[config.mk]
export PLATFORM = sky130hd
export DESIGN_NAME = mm_queue
export DESIGN_NICKNAME = d
export VERILOG_FILES = /design/src/hdl/mm_pkg.sv /design/src/hdl/mm_queue.sv
export SDC_FILE = /design/constraint.sdc
export NUM_CORES = 1
export LEC_CHECK = 0
export BUFFER_PORTS_ARGS = -buffer_cell sky130_fd_sc_hd__buf_4
export CORE_MARGIN = 2
export CORE_UTILIZATION = 45
export DETAILED_ROUTE_END_ITERATION = 8
export GPL_TIMING_DRIVEN = 1
export PLACE_DENSITY = 0.65
export SYNTH_ARGS = -nofsm -noshare
export SYNTH_HDL_FRONTEND = slang
export SYNTH_SLANG_ARGS = --single-unit
export TNS_END_PERCENT = 30
[constraint.sdc]
create_clock -name clk -period 2.7 [get_ports clk]
set_input_delay 0.135 -clock clk [delete_from_list [all_inputs] [get_ports clk]]
set_output_delay 0.135 -clock clk [all_outputs]
set_load 0.01 [all_outputs]
[src/hdl/mm_pkg.sv]
// Shared types and constants for the integer matrix multiply block.
// Depends on nothing; every other file of the block but mm_if imports it.
package mm_pkg;

    localparam int MAX_DIM_DEF = 8;
    localparam int QUEUE_DEPTH = 4;
    localparam int QPTR_W      = $clog2(QUEUE_DEPTH);
    localparam int QCNT_W      = $clog2(QUEUE_DEPTH + 1);

    localparam int CFG_W       = 4;
    localparam int REG_IDX_W   = 2;

    localparam logic [REG_IDX_W-1:0] REG_ROWS_A = 2'd0;
    localparam logic [REG_IDX_W-1:0] REG_COLS_A = 2'd1;
    localparam logic [REG_IDX_W-1:0] REG_ROWS_B = 2'd2;
    localparam logic [REG_IDX_W-1:0] REG_COLS_B = 2'd3;

    localparam logic [1:0] OP_LOAD_A  = 2'd0;
    localparam logic [1:0] OP_LOAD_B  = 2'd1;
    localparam logic [1:0] OP_COMPUTE = 2'd2;

    typedef enum logic [1:0] {
        CMD_LOAD_A,
        CMD_LOAD_B,
        CMD_COMPUTE
    } cmd_kind_t;

    typedef struct packed {
        cmd_kind_t          kind;
        logic [2:0]         row;
        logic [2:0]         col;
        logic signed [31:0] value;
    } cmd_t;

    typedef struct packed {
        logic [CFG_W-1:0] rows_a;
        logic [CFG_W-1:0] cols_a;
        logic [CFG_W-1:0] rows_b;
        logic [CFG_W-1:0] cols_b;
    } dims_t;

    typedef enum logic [1:0] {
        ST_IDLE,
        ST_ISSUE,
        ST_DRAIN,
        ST_EMIT
    } back_state_t;

endpackage

[src/hdl/mm_queue.sv]
// Short command queue between the front end and the back end.
// Depends on mm_pkg.
module mm_queue (
    input  logic                      clk,
    input  logic                      rst_n,
    input  logic                      push,
    input  mm_pkg::cmd_t              push_cmd,
    output logic                      push_ready,
    output logic                      pop_valid,
    output mm_pkg::cmd_t              pop_cmd,
    input  logic                      pop,
    output logic [mm_pkg::QCNT_W-1:0] count
);
    import mm_pkg::*;

    cmd_t              slot_reg [QUEUE_DEPTH];
    logic [QPTR_W-1:0] wr_ptr_reg, wr_ptr_next;
    logic [QPTR_W-1:0] rd_ptr_reg, rd_ptr_next;
    logic [QCNT_W-1:0] count_reg, count_next;

    assign push_ready = (count_reg != QCNT_W'(QUEUE_DEPTH));
    assign pop_valid  = (count_reg != '0);
    assign pop_cmd    = slot_reg[rd_ptr_reg];
    assign count      = count_reg;

    always_comb
    begin
        wr_ptr_next = wr_ptr_reg;
        rd_ptr_next = rd_ptr_reg;
        if (push)
        begin
            wr_ptr_next = (wr_ptr_reg == QPTR_W'(QUEUE_DEPTH - 1)) ? '0 : wr_ptr_reg + 1'b1;
        end
        if (pop)
        begin
            rd_ptr_next = (rd_ptr_reg == QPTR_W'(QUEUE_DEPTH - 1)) ? '0 : rd_ptr_reg + 1'b1;
        end
        count_next = count_reg + QCNT_W'(push) - QCNT_W'(pop);
    end

    always_ff @(posedge clk or negedge rst_n)
    begin
        if (!rst_n)
        begin
            wr_ptr_reg <= '0;
            rd_ptr_reg <= '0;
            count_reg  <= '0;
        end
        else
        begin
            wr_ptr_reg <= wr_ptr_next;
            rd_ptr_reg <= rd_ptr_next;
            count_reg  <= count_next;
        end
    end

    always_ff @(posedge clk)
    begin
        if (push)
        begin
            slot_reg[wr_ptr_reg] <= push_cmd;
        end
    end

endmodule

==> metrics.txt <==
Initial Util=45.45%; Reg-to-Reg Start=wr_ptr_reg[0]$_DFFE_PN0P_; Num CTS Buffers=17; Mapped Cells=246; Netlist Area Pre-Place=6236 sq um; Core ar.=13720 sq um; DRT iter0 DRCs=241; Post-synth EDFFs=160; TritonCTS sink count=167; Slew @ Worst Pin=~0.64 ns; largest net degree at the start of global routing=24; PD cells=between 1000 and 1500 nW/um^2; routed wire length=~11000 microns; Area growth syn-to-layout=29.94%; Slew headroom=57.16%; antenna violations before repair=0; Final Non-Filler Cells=589; drt drc=0; Final Wtd Congestion=between 0.6 and 0.7; Clock Tree Root=clkbuf_16; reg2reg end=slot_reg[0][25]$_DFFE_PP_; FF/Latch Area=4982 sq um; crit path DAT=2.14 ns; final hold vios=0; Async SR Flop Fraction=roughly 4.2%; Antenna Nets Post-Route=0; synth warn=0; outcome=complete, no violations; Final period util=between 80% and 90%; crit path capture=pop_cmd[26]; Yosys reg bits=167; Worst Path Required=2.57 ns; startpoint type of the worst setup path=register; Die Height=roughly 120 microns; # IOs=89; grt total ovfl=0; CTS resizes=0; Sum Neg Setup Slack=0 ns; synthesized net count=slightly below 300; library cells used by synthesis=21; VDD IR max=just over 500 uV; number of flip-flops in the largest register=160; worst hold path class=in -> async; number of global-route vias before repair=3131; row count=43; die width=~120 microns; sequential area share after synthesis=79.86%; Final setup viols=0; routed vias/inst=4.995; later-pin clock latency in the skew report=approximately 0.42 ns; # nets final=approximately 450; R2R cell count=4; FMAX=0.4397 GHz; hold slack final=0.06442 ns; share of layout cells above drive strength 1=41.81%; # port buffers=88; total power draw=between 8 and 9 mW; RSZ-0062 raised after global routing=false; top_reg_cell synth=edfxtp_1; Mean Syn Cell Area=25.35 sq um; post-layout min period=~2.3 ns; most common cell after layout, fill and taps aside=edfxtp_1; TritonRoute pass-1 iters=4; first-pass GRT wire length=16620 microns; die area=14820 sq um; Clock Skew=0.01249 ns; CP Max Fanout=16; Multi-input gate area=between 1000 and 1500 sq um; ANT cells=0; Pins Over Slew Limit=0; H-tree depth=4; Routed WL per cell=18.33 microns; CP Launch Point=rd_ptr_reg[0]$_DFFE_PN0P_; # fillers=1019; placed insts=514; commonest cells after routing, fill and taps aside=edfxtp_1 (160), buf_4 (93), dlygate4sd3_1 (43), mux4_2 (38), clkbuf_16 (17); Max-cap violations=0; vias=2942; internal reg-to-reg setup slack=0.89 ns; Total GRT Usage=15.74%; CTS tree=yes; CP Capture Type=output pin; kind of critical path=reg -> out; CTS Buffer Depth=2; Leak=2.868 nW; Worst-path clk slew=0.06 ns; dpl hpwl=6552 microns
-- critical path, stage by stage (launching register included) --
cell and delay [ns]:
dfrtp_2 0.71, buf_4 0.31, mux4_2 0.53, buf_4 0.16
-- what timing repair did --
item,4_1_cts,5_1_grt
setup buffers,0,0
endpoints found under the hold margin,172,0
hold buffers,43,0
endpoints found under the setup margin,0,0
-- synthesized netlist by cell type, types with 2 or more instances --
cell type  instances  area (sq um)
and2_1             4         25.02
buf_12             4         80.08
buf_2              4         20.02
dfrtp_1            7         175.2
edfxtp_1         160          4805
ha_1               7         87.58
inv_1              6         22.52
mux2_2             2         22.52
mux4_1             2         52.55
mux4_2            38         855.8
o21ai_0            2         10.01
-- power breakdown --
part	switching, mW	internal [mW]	leakage [nW]
Sequential	0.228	3.33	1.55
Clock	0.893	1.24	0.260
Combinational	1.11	1.38	1.06
Total	2.23	5.95	2.87
-- metal layers --
layer  vias up  part of all wire, %  global-route usage (%)  wire length [microns]
li1       1337                    -                       -                      -
met1      1520                   45                   20.65                   4896
met2        77                   50                   24.47                   5364
met3         8                  4.1                   5.243                    443
met4         0                 0.84                   6.466                     91
met5         -                    0                       0                      0
-- worst min-delay path by stage --
stage	start	to	slack, ns	cells past startpoint
2_1_floorplan	rst_n	count[0]$_DFF_PN0_	-0.16	0
3_3_place_gp	rst_n	count[0]$_DFF_PN0_	-0.05	1
3_5_place_dp	rst_n	count[0]$_DFF_PN0_	-0.04	1
4_1_cts	rst_n	count[2]$_DFF_PN0_	0.05	2
5_1_grt	rst_n	count[2]$_DFF_PN0_	0.05	2
6_report	rst_n	count[0]$_DFF_PN0_	0.06	2
-- through the flow --
step	util [%]	area, sq um	worst slack [ns]
after detailed placement	52.13	7152	0.8000
final	59.06	8103	0.4255
after global placement	52.13	7152	0.8174
after floorplan	-	6236	0.7120
after global routing	59.06	8103	0.2545
after CTS	59.06	8103	0.3397
-- kinds of logic (layout without fill, tap and decap cells) --
kind of cell             Yosys count  in the layout  share of synthesized area, %
flip-flops                       167            167                         79.86
multiplexers                      42             42                         14.93
buffers and inverters             16            179                         2.207
AND/OR/NAND/NOR                    9              9                        0.8425
adder cells (fa/ha/maj)            8              8                         1.725
AO/OA/AOI/OAI                      2              2                        0.1605
XOR/XNOR                           2              2                        0.2810
-- area by class of cell --
cell class	count	area share, %
Timing Repair Buffer	141	15.16
Tap cell	180	2.779
Multi-Input combinational cell	63	13.87
Sequential cell	167	61.49
Clock inverter	14	1.127
Inverter	6	0.2779
Clock buffer	18	5.296
No activity file was read; power rests on OpenSTA's default activity.
