## src/hdl/mm_pkg.sv

```systemverilog
// Shared types and constants for the integer matrix multiply block.
// Depends on nothing; every other file of the block but mm_if imports it.
package mm_pkg;

    localparam int MAX_DIM_DEF = 8;
    localparam int QUEUE_DEPTH = 4;
    localparam int QPTR_W      = $clog2(QUEUE_DEPTH);
    localparam int QCNT_W      = $clog2(QUEUE_DEPTH + 1);

    localparam int CFG_W       = 4;
    localparam int REG_IDX_W   = 2;

    localparam logic [REG_IDX_W-1:0] REG_ROWS_A = 2'd0;
    localparam logic [REG_IDX_W-1:0] REG_COLS_A = 2'd1;
    localparam logic [REG_IDX_W-1:0] REG_ROWS_B = 2'd2;
    localparam logic [REG_IDX_W-1:0] REG_COLS_B = 2'd3;

    localparam logic [1:0] OP_LOAD_A  = 2'd0;
    localparam logic [1:0] OP_LOAD_B  = 2'd1;
    localparam logic [1:0] OP_COMPUTE = 2'd2;

    typedef enum logic [1:0] {
        CMD_LOAD_A,
        CMD_LOAD_B,
        CMD_COMPUTE
    } cmd_kind_t;

    typedef struct packed {
        cmd_kind_t          kind;
        logic [2:0]         row;
        logic [2:0]         col;
        logic signed [31:0] value;
    } cmd_t;

    typedef struct packed {
        logic [CFG_W-1:0] rows_a;
        logic [CFG_W-1:0] cols_a;
        logic [CFG_W-1:0] rows_b;
        logic [CFG_W-1:0] cols_b;
    } dims_t;

    typedef enum logic [1:0] {
        ST_IDLE,
        ST_ISSUE,
        ST_DRAIN,
        ST_EMIT
    } back_state_t;

endpackage

```

## src/hdl/mm_if.sv

```systemverilog


interface mm_out_if;
    logic               valid;
    logic               ready;
    logic [2:0]         out_row;
    logic [2:0]         out_col;
    logic signed [31:0] product_value;
    logic               last;
    logic               dims_error;

    modport source (output valid, output out_row, output out_col, output product_value,
                    output last, output dims_error, input ready);
    modport sink   (input valid, input out_row, input out_col, input product_value,
                    input last, input dims_error, output ready);
endinterface

```

## src/hdl/mm_back.sv

```systemverilog
// Back end: matrix stores, multiply-accumulate sequencer and result register.
// Depends on mm_pkg and mm_out_if.
module mm_back #(
    parameter int MAX_DIM = mm_pkg::MAX_DIM_DEF
) (
    input  logic          clk,
    input  logic          rst_n,
    input  logic          q_valid,
    input  mm_pkg::cmd_t  q_cmd,
    output logic          q_pop,
    input  mm_pkg::dims_t dims,
    mm_out_if.source      result
);
    import mm_pkg::*;

    localparam int DEPTH  = MAX_DIM * MAX_DIM;
    localparam int ADDR_W = (DEPTH > 1) ? $clog2(DEPTH) : 1;
    localparam int IDX_W  = (MAX_DIM > 1) ? $clog2(MAX_DIM) : 1;
    localparam int DIM_W  = $clog2(MAX_DIM + 1);

    function automatic logic [DIM_W-1:0] eff_dim(input logic [CFG_W-1:0] raw);
        logic [DIM_W-1:0] res;
        if (raw == '0)
        begin
            res = DIM_W'(1);
        end
        else if (32'(raw) > MAX_DIM)
        begin
            res = DIM_W'(MAX_DIM);
        end
        else
        begin
            res = DIM_W'(raw);
        end
        return res;
    endfunction

    logic [31:0] store_a [DEPTH];
    logic [31:0] store_b [DEPTH];

    back_state_t state_reg, state_next;

    logic [IDX_W-1:0] i_reg, i_next;
    logic [IDX_W-1:0] j_reg, j_next;
    logic [IDX_W-1:0] k_reg, k_next;
    logic [IDX_W-1:0] n_last_reg, n_last_next;
    logic [IDX_W-1:0] m_last_reg, m_last_next;
    logic [IDX_W-1:0] inner_last_reg, inner_last_next;
    logic             err_reg, err_next;
    logic             v1_reg, v2_reg;

    logic [31:0] rd_a_reg, rd_b_reg;
    logic [31:0] prod_reg;
    logic [31:0] acc_reg, acc_next;

    logic               out_valid_reg;
    logic [2:0]         out_row_reg, out_col_reg;
    logic signed [31:0] out_value_reg;
    logic               out_last_reg, out_err_reg;

    logic              mismatch;
    logic              is_compute;
    logic              out_free;
    logic              last_entry;
    logic              issue;
    logic              load_out;
    logic              wr_a, wr_b;
    logic [ADDR_W-1:0] wr_addr, rd_addr_a, rd_addr_b;

    assign mismatch   = (eff_dim(dims.cols_a) != eff_dim(dims.rows_b));
    assign is_compute = (q_cmd.kind == CMD_COMPUTE);
    assign out_free   = !out_valid_reg || result.ready;
    assign last_entry = (i_reg == n_last_reg) && (j_reg == m_last_reg);

    assign wr_addr   = ADDR_W'(32'(q_cmd.row) * 32'(MAX_DIM) + 32'(q_cmd.col));
    assign rd_addr_a = ADDR_W'(32'(i_reg) * 32'(MAX_DIM) + 32'(k_reg));
    assign rd_addr_b = ADDR_W'(32'(k_reg) * 32'(MAX_DIM) + 32'(j_reg));

    // Next state
    always_comb
    begin
        state_next = state_reg;
        case (state_reg)
            ST_IDLE:
            begin
                if (q_valid && is_compute)
                begin
                    state_next = mismatch ? ST_EMIT : ST_ISSUE;
                end
            end
            ST_ISSUE:
            begin
                if (k_reg == inner_last_reg)
                begin
                    state_next = ST_DRAIN;
                end
            end
            ST_DRAIN:
            begin
                if (!v1_reg && !v2_reg)
                begin
                    state_next = ST_EMIT;
                end
            end
            ST_EMIT:
            begin
                if (out_free)
                begin
                    state_next = (err_reg || last_entry) ? ST_IDLE : ST_ISSUE;
                end
            end
            default:
            begin
                state_next = ST_IDLE;
            end
        endcase
    end

    // Control outputs
    always_comb
    begin
        q_pop    = 1'b0;
        issue    = 1'b0;
        load_out = 1'b0;
        case (state_reg)
            ST_IDLE:  q_pop    = q_valid;
            ST_ISSUE: issue    = 1'b1;
            ST_EMIT:  load_out = out_free;
            default:  q_pop    = 1'b0;
        endcase
        wr_a = q_pop && (q_cmd.kind == CMD_LOAD_A);
        wr_b = q_pop && (q_cmd.kind == CMD_LOAD_B);
    end

    // Loop counters and accumulator
    always_comb
    begin
        i_next          = i_reg;
        j_next          = j_reg;
        k_next          = k_reg;
        n_last_next     = n_last_reg;
        m_last_next     = m_last_reg;
        inner_last_next = inner_last_reg;
        err_next        = err_reg;
        acc_next        = v2_reg ? acc_reg + prod_reg : acc_reg;
        if (q_pop && is_compute)
        begin
            i_next          = '0;
            j_next          = '0;
            k_next          = '0;
            n_last_next     = IDX_W'(eff_dim(dims.rows_a) - DIM_W'(1));
            m_last_next     = IDX_W'(eff_dim(dims.cols_b) - DIM_W'(1));
            inner_last_next = IDX_W'(eff_dim(dims.cols_a) - DIM_W'(1));
            err_next        = mismatch;
            acc_next        = '0;
        end
        if (issue)
        begin
            k_next = (k_reg == inner_last_reg) ? '0 : k_reg + 1'b1;
        end
        if (load_out)
        begin
            acc_next = '0;
            if (j_reg == m_last_reg)
            begin
                j_next = '0;
                i_next = i_reg + 1'b1;
            end
            else
            begin
                j_next = j_reg + 1'b1;
            end
        end
    end

    always_ff @(posedge clk or negedge rst_n)
    begin
        if (!rst_n)
        begin
            state_reg      <= ST_IDLE;
            i_reg          <= '0;
            j_reg          <= '0;
            k_reg          <= '0;
            n_last_reg     <= '0;
            m_last_reg     <= '0;
            inner_last_reg <= '0;
            err_reg        <= 1'b0;
            v1_reg         <= 1'b0;
            v2_reg         <= 1'b0;
            out_valid_reg  <= 1'b0;
        end
        else
        begin
            state_reg      <= state_next;
            i_reg          <= i_next;
            j_reg          <= j_next;
            k_reg          <= k_next;
            n_last_reg     <= n_last_next;
            m_last_reg     <= m_last_next;
            inner_last_reg <= inner_last_next;
            err_reg        <= err_next;
            v1_reg         <= issue;
            v2_reg         <= v1_reg;
            if (load_out)
            begin
                out_valid_reg <= 1'b1;
            end
            else if (result.ready)
            begin
                out_valid_reg <= 1'b0;
            end
        end
    end

    // Stores: one write port, one registered read port each
    always_ff @(posedge clk)
    begin
        if (wr_a)
        begin
            store_a[wr_addr] <= q_cmd.value;
        end
        rd_a_reg <= store_a[rd_addr_a];
    end

    always_ff @(posedge clk)
    begin
        if (wr_b)
        begin
            store_b[wr_addr] <= q_cmd.value;
        end
        rd_b_reg <= store_b[rd_addr_b];
    end

    // Multiply, accumulate and result payload
    always_ff @(posedge clk)
    begin
        prod_reg <= rd_a_reg * rd_b_reg;
        acc_reg  <= acc_next;
        if (load_out)
        begin
            out_row_reg   <= err_reg ? 3'd0 : 3'(i_reg);
            out_col_reg   <= err_reg ? 3'd0 : 3'(j_reg);
            out_value_reg <= err_reg ? 32'sd0 : $signed(acc_reg);
            out_last_reg  <= err_reg || last_entry;
            out_err_reg   <= err_reg;
        end
    end

    assign result.valid         = out_valid_reg;
    assign result.out_row       = out_row_reg;
    assign result.out_col       = out_col_reg;
    assign result.product_value = out_value_reg;
    assign result.last          = out_last_reg;
    assign result.dims_error    = out_err_reg;

endmodule

```

## src/flat_wrapper.sv

```systemverilog
// flat-port wrapper written by rule: the top's interface ports become plain ports
module mm_back_flat import mm_pkg::*;
#(
    parameter int MAX_DIM = mm_pkg::MAX_DIM_DEF
)
  (clk, rst_n, q_valid, q_cmd, q_pop, dims, result_valid, result_out_row, result_out_col, result_product_value, result_last, result_dims_error, result_ready);
  mm_out_if result_i ();
  input  logic clk;
  input  logic rst_n;
  input  logic q_valid;
  input  mm_pkg::cmd_t q_cmd;
  output logic q_pop;
  input  mm_pkg::dims_t dims;
  output wire logic [$bits(result_i.valid)-1:0] result_valid;
  output wire logic [$bits(result_i.out_row)-1:0] result_out_row;
  output wire logic [$bits(result_i.out_col)-1:0] result_out_col;
  output wire logic [$bits(result_i.product_value)-1:0] result_product_value;
  output wire logic [$bits(result_i.last)-1:0] result_last;
  output wire logic [$bits(result_i.dims_error)-1:0] result_dims_error;
  input wire logic [$bits(result_i.ready)-1:0] result_ready;
  assign result_valid = result_i.valid;
  assign result_out_row = result_i.out_row;
  assign result_out_col = result_i.out_col;
  assign result_product_value = result_i.product_value;
  assign result_last = result_i.last;
  assign result_dims_error = result_i.dims_error;
  assign result_i.ready = result_ready;
  mm_back #(.MAX_DIM(MAX_DIM)) u_core (.clk(clk), .rst_n(rst_n), .q_valid(q_valid), .q_cmd(q_cmd), .q_pop(q_pop), .dims(dims), .result(result_i));
endmodule
```

## config.mk

```make
export PLATFORM = sky130hd
export DESIGN_NAME = mm_back_flat
export DESIGN_NICKNAME = d
export VERILOG_FILES = /design/src/hdl/mm_pkg.sv /design/src/hdl/mm_if.sv /design/src/hdl/mm_back.sv /design/src/flat_wrapper.sv
export SDC_FILE = /design/constraint.sdc
export NUM_CORES = 2
export LEC_CHECK = 0
export ABC_CLOCK_PERIOD_IN_PS = 19300
export BUFFER_PORTS_ARGS = -buffer_cell sky130_fd_sc_hd__buf_2
export CAP_MARGIN = 20
export CORE_ASPECT_RATIO = 0.8
export CORE_MARGIN = 2
export CORE_UTILIZATION = 44
export DETAILED_ROUTE_END_ITERATION = 10
export MAX_ROUTING_LAYER = met4
export SKIP_LAST_GASP = 1
export SYNTH_ARGS = -nofsm -noshare
export SYNTH_HDL_FRONTEND = slang
export SYNTH_SLANG_ARGS = --single-unit
```

## constraint.sdc

```tcl
create_clock -name clk -period 19.3 [get_ports clk]
set_input_delay 0 -clock clk [delete_from_list [all_inputs] [get_ports clk]]
set_output_delay 0 -clock clk [all_outputs]
set_load 0.005 [all_outputs]
```

==> summary.txt <==
DRT iter0 DRCs - 11,400
post-synthesis net count - 8,943
gr ovfl total - 0
worst-case hold path end point - u_core.store_b[36][31]$_DFFE_PP_
met2 GRT Util - 35.6%
most frequent cells in the layout - edfxtp_1 (4,136), mux4_2 (1,337), clkbuf_16 (431)
reg2reg end - u_core.prod_reg[31]$_DFF_P_
CTS Buffer Depth - 4
Setup CP Type - reg2reg
fill count - 32,000
Post-synth EDFFs - 4,136
Yosys cell types - 59
global routing usage on met3 - 3.05%
Area growth syn-to-layout - 13.0%
clk sink count - 4,288
antenna violations before repair - 50
sequential share of the synthesized area - 71.5%
crit path time final - 7830 ps
Required @ worst endpoint - 20,050 ps
worst hold slack - 79.3 ps
Via density - 5.92
CTS tree - built
Layout Nets - 9,382
Peak Freq - 0.128 GHz
Top Registers - u_core.store_a (2048), u_core.store_b (2048)
CP dominant cell by count - fa_1
M1 GR Usage - 34.2%
period utilisation layout - 40.6%
R2R setup slack - 11,470 ps
DIE HEIGHT - 573 um
total core area - 0.404 sq mm
final WL - 469,000 um
Initial Util - 44.1%
Worst-path clk slew - 60 ps
Worst-Margin Slew - 1150 ps
Cell Rows - 209
DR vias - 85,900
Clock Skew - 80.2 ps
FFs w/ async S/R, synth - 0.560%
depth of the worst register-to-register path - 24
post-placement cell count - 13,600
Synth Instances - 8,310
routed len/inst - 32.3 um
port bufs - 101
XOR/XNOR share of the synthesized area - 0.629%
CP cell instances - and2_1 -> fa_1 -> fa_1 -> fa_1 -> inv_1 -> fa_1 -> inv_1 -> fa_1 -> inv_1 -> fa_1 -> inv_1 -> fa_1 -> fa_1 -> ha_1 -> a21oi_1 -> o21bai_1 -> a21o_1 -> a21oi_1 -> o21ai_0 -> nand2_1 -> a21oi_1 -> a2111oi_1 -> a21oi_1 -> xnor2_1
Residual DRC - 0
I/O pins - 102
Worst setup EP type - flip-flop
GRT busiest layer - met2
Main synth FF type - edfxtp_1
RSZ-0062 raised after global routing - false
root buffer cell - clkbuf_16
fraction of layout cells with a size suffix above 1 - 27.1%
gr usage total - 23.4%
Ys Warns - 0
Clk Latency, worst-skew pair - 990 ps
final hold vios - 0
DR pass1 iterations - 5
R2R Path Start - u_core.rd_b_reg[6]$_DFF_P_
hold depth - 2
post-synthesis mux area share - 17.1%
commonest non-fill, non-tap cell in the layout - edfxtp_1
max cap viols - 0
die area - 0.410 sq mm
adder-cell share of the synthesized area - 5.74%
die width - 716 um
Synth Register Bits - 4,288
largest family of logic cells by synthesized area - multiplexers
max_slew headroom - 23.2%
final instance area - 0.201 sq mm
min-delay worst type - in2reg
compound-gate portion of the synthesized area - 0.685%
largest net degree at the start of global routing - 133
H-tree Lvls - 5
Hold Path Origin - q_cmd[31]
post-CTS sizing - 0
DP Wirelength - 268,000 um
CP max-delay cell - dfxtp_1
Final setup viols - 0
fin cells - 14,500
antenna viol nets, final - 0
first-pass GRT wire length - 661,000 um
count of final max-slew check failures - 0
CP peak stage delay - 990 ps
Setup TNS - 0 ps
Final GP Congestion - 0.833
Post-DP Area - 0.187 sq mm
mapped cell area - 0.178 sq mm
mean area per synthesized cell - 21.5 sq um
TritonCTS Buffers - 418
Post-Synth Simple-Gate Area - 2.57%
Worst setup SP type - flip-flop
Worst Path Max Fanout - 26
number of global-route vias before repair - 87,700
status - completed
WP data arrival - 8590 ps
-- timing repair --
item	in CTS	in global routing
endpoints found under the hold margin	1877	0
setup buffers	0	0
hold buffers	77	0
-- Yosys cell counts (all sizes together) (2+ instances only) --
library cell,number,share of area [%]
nand2b,12,0.042
nor2b,51,0.18
ha,164,1.2
nand3,21,0.059
edfxtp,4136,70
o21a,15,0.063
xnor2,99,0.49
o31a,3,0.015
o211ai,5,0.021
and2,302,1.1
inv,403,0.85
mux2,10,0.063
nor2,194,0.41
nand3b,8,0.034
and3,7,0.025
clkbuf,286,0.60
dfxtp,128,1.4
o21bai,8,0.034
a31oi,4,0.014
mux2i,29,0.16
nor3b,2,0.0084
o21ai,47,0.13
or3b,3,0.015
mux4,1337,17
a21oi,49,0.14
a41oi,5,0.025
a21o,24,0.10
buf,131,0.35
a31o,2,0.0098
xor2,29,0.14
o31ai,2,0.0084
nand2,304,0.64
dfrtp,24,0.34
nor4,2,0.0070
nand4,4,0.014
nor3,13,0.036
or3,7,0.025
a211oi,15,0.063
fa,409,4.6
and4,2,0.0098
-- logic make-up after synthesis --
group,after synthesis
DFF,4288
xor gates and xnor gates,128
AOI/OAI and AO/OA,191
buffers and inverters,820
and+or+nand+nor,934
adders and majority gates,573
muxes,1376
-- cell type report --
cell class / count / area (sq um) / share of cell area [%]
Clock inverter: 259 / 2350 / 1.17
Tap cell: 5380 / 6730 / 3.34
Clock buffer: 521 / 11300 / 5.60
Antenna cell: 22 / 55.1 / 0.0273
Sequential cell: 4288 / 127000 / 63.3
Timing Repair Buffer: 436 / 3430 / 1.70
Multi-Input combinational cell: 3202 / 48600 / 24.2
Inverter: 403 / 1510 / 0.751
-- layer usage --
metal	up-vias	wire length (um)
li1	34300	-
met1	47300	200000
met2	3699	221000
met3	598	37000
met4	0	11100
met5	-	0
-- critical path, delay by kind of cell (launching register included) --
family          cells  cell delay, ps
buf+inv             4             230
compound gates      8            1580
fa+ha+maj           9            4270
flops               1             990
simple gates        2             420
xor+xnor            1             160
-- metrics by stage --
step / utilization [%] / worst slack, ps
after floorplan: - / 12560
after global placement: 46.2 / 11500
after detailed placement: 46.2 / 11570
after CTS: 49.8 / 11560
after global routing: 49.8 / 11060
final: 49.8 / 11470
-- worst max path at each step --
stage,from,cells after the start,end,slack (ps)
after CTS,u_core.rd_b_reg[5]$_DFF_P_,24,u_core.prod_reg[31]$_DFF_P_,11560
after global routing,u_core.rd_b_reg[6]$_DFF_P_,24,u_core.prod_reg[31]$_DFF_P_,11060
final,u_core.rd_b_reg[6]$_DFF_P_,24,u_core.prod_reg[31]$_DFF_P_,11470
after global placement,u_core.rd_b_reg[6]$_DFF_P_,24,u_core.prod_reg[31]$_DFF_P_,11500
after detailed placement,u_core.rd_b_reg[5]$_DFF_P_,24,u_core.prod_reg[31]$_DFF_P_,11570
after floorplan,u_core.rd_b_reg[6]$_DFF_P_,25,u_core.prod_reg[31]$_DFF_P_,12560
Power is left out: the tool's default activity adds up to more than one toggle a clock period on the data nets, which glitch-free logic cannot reach.
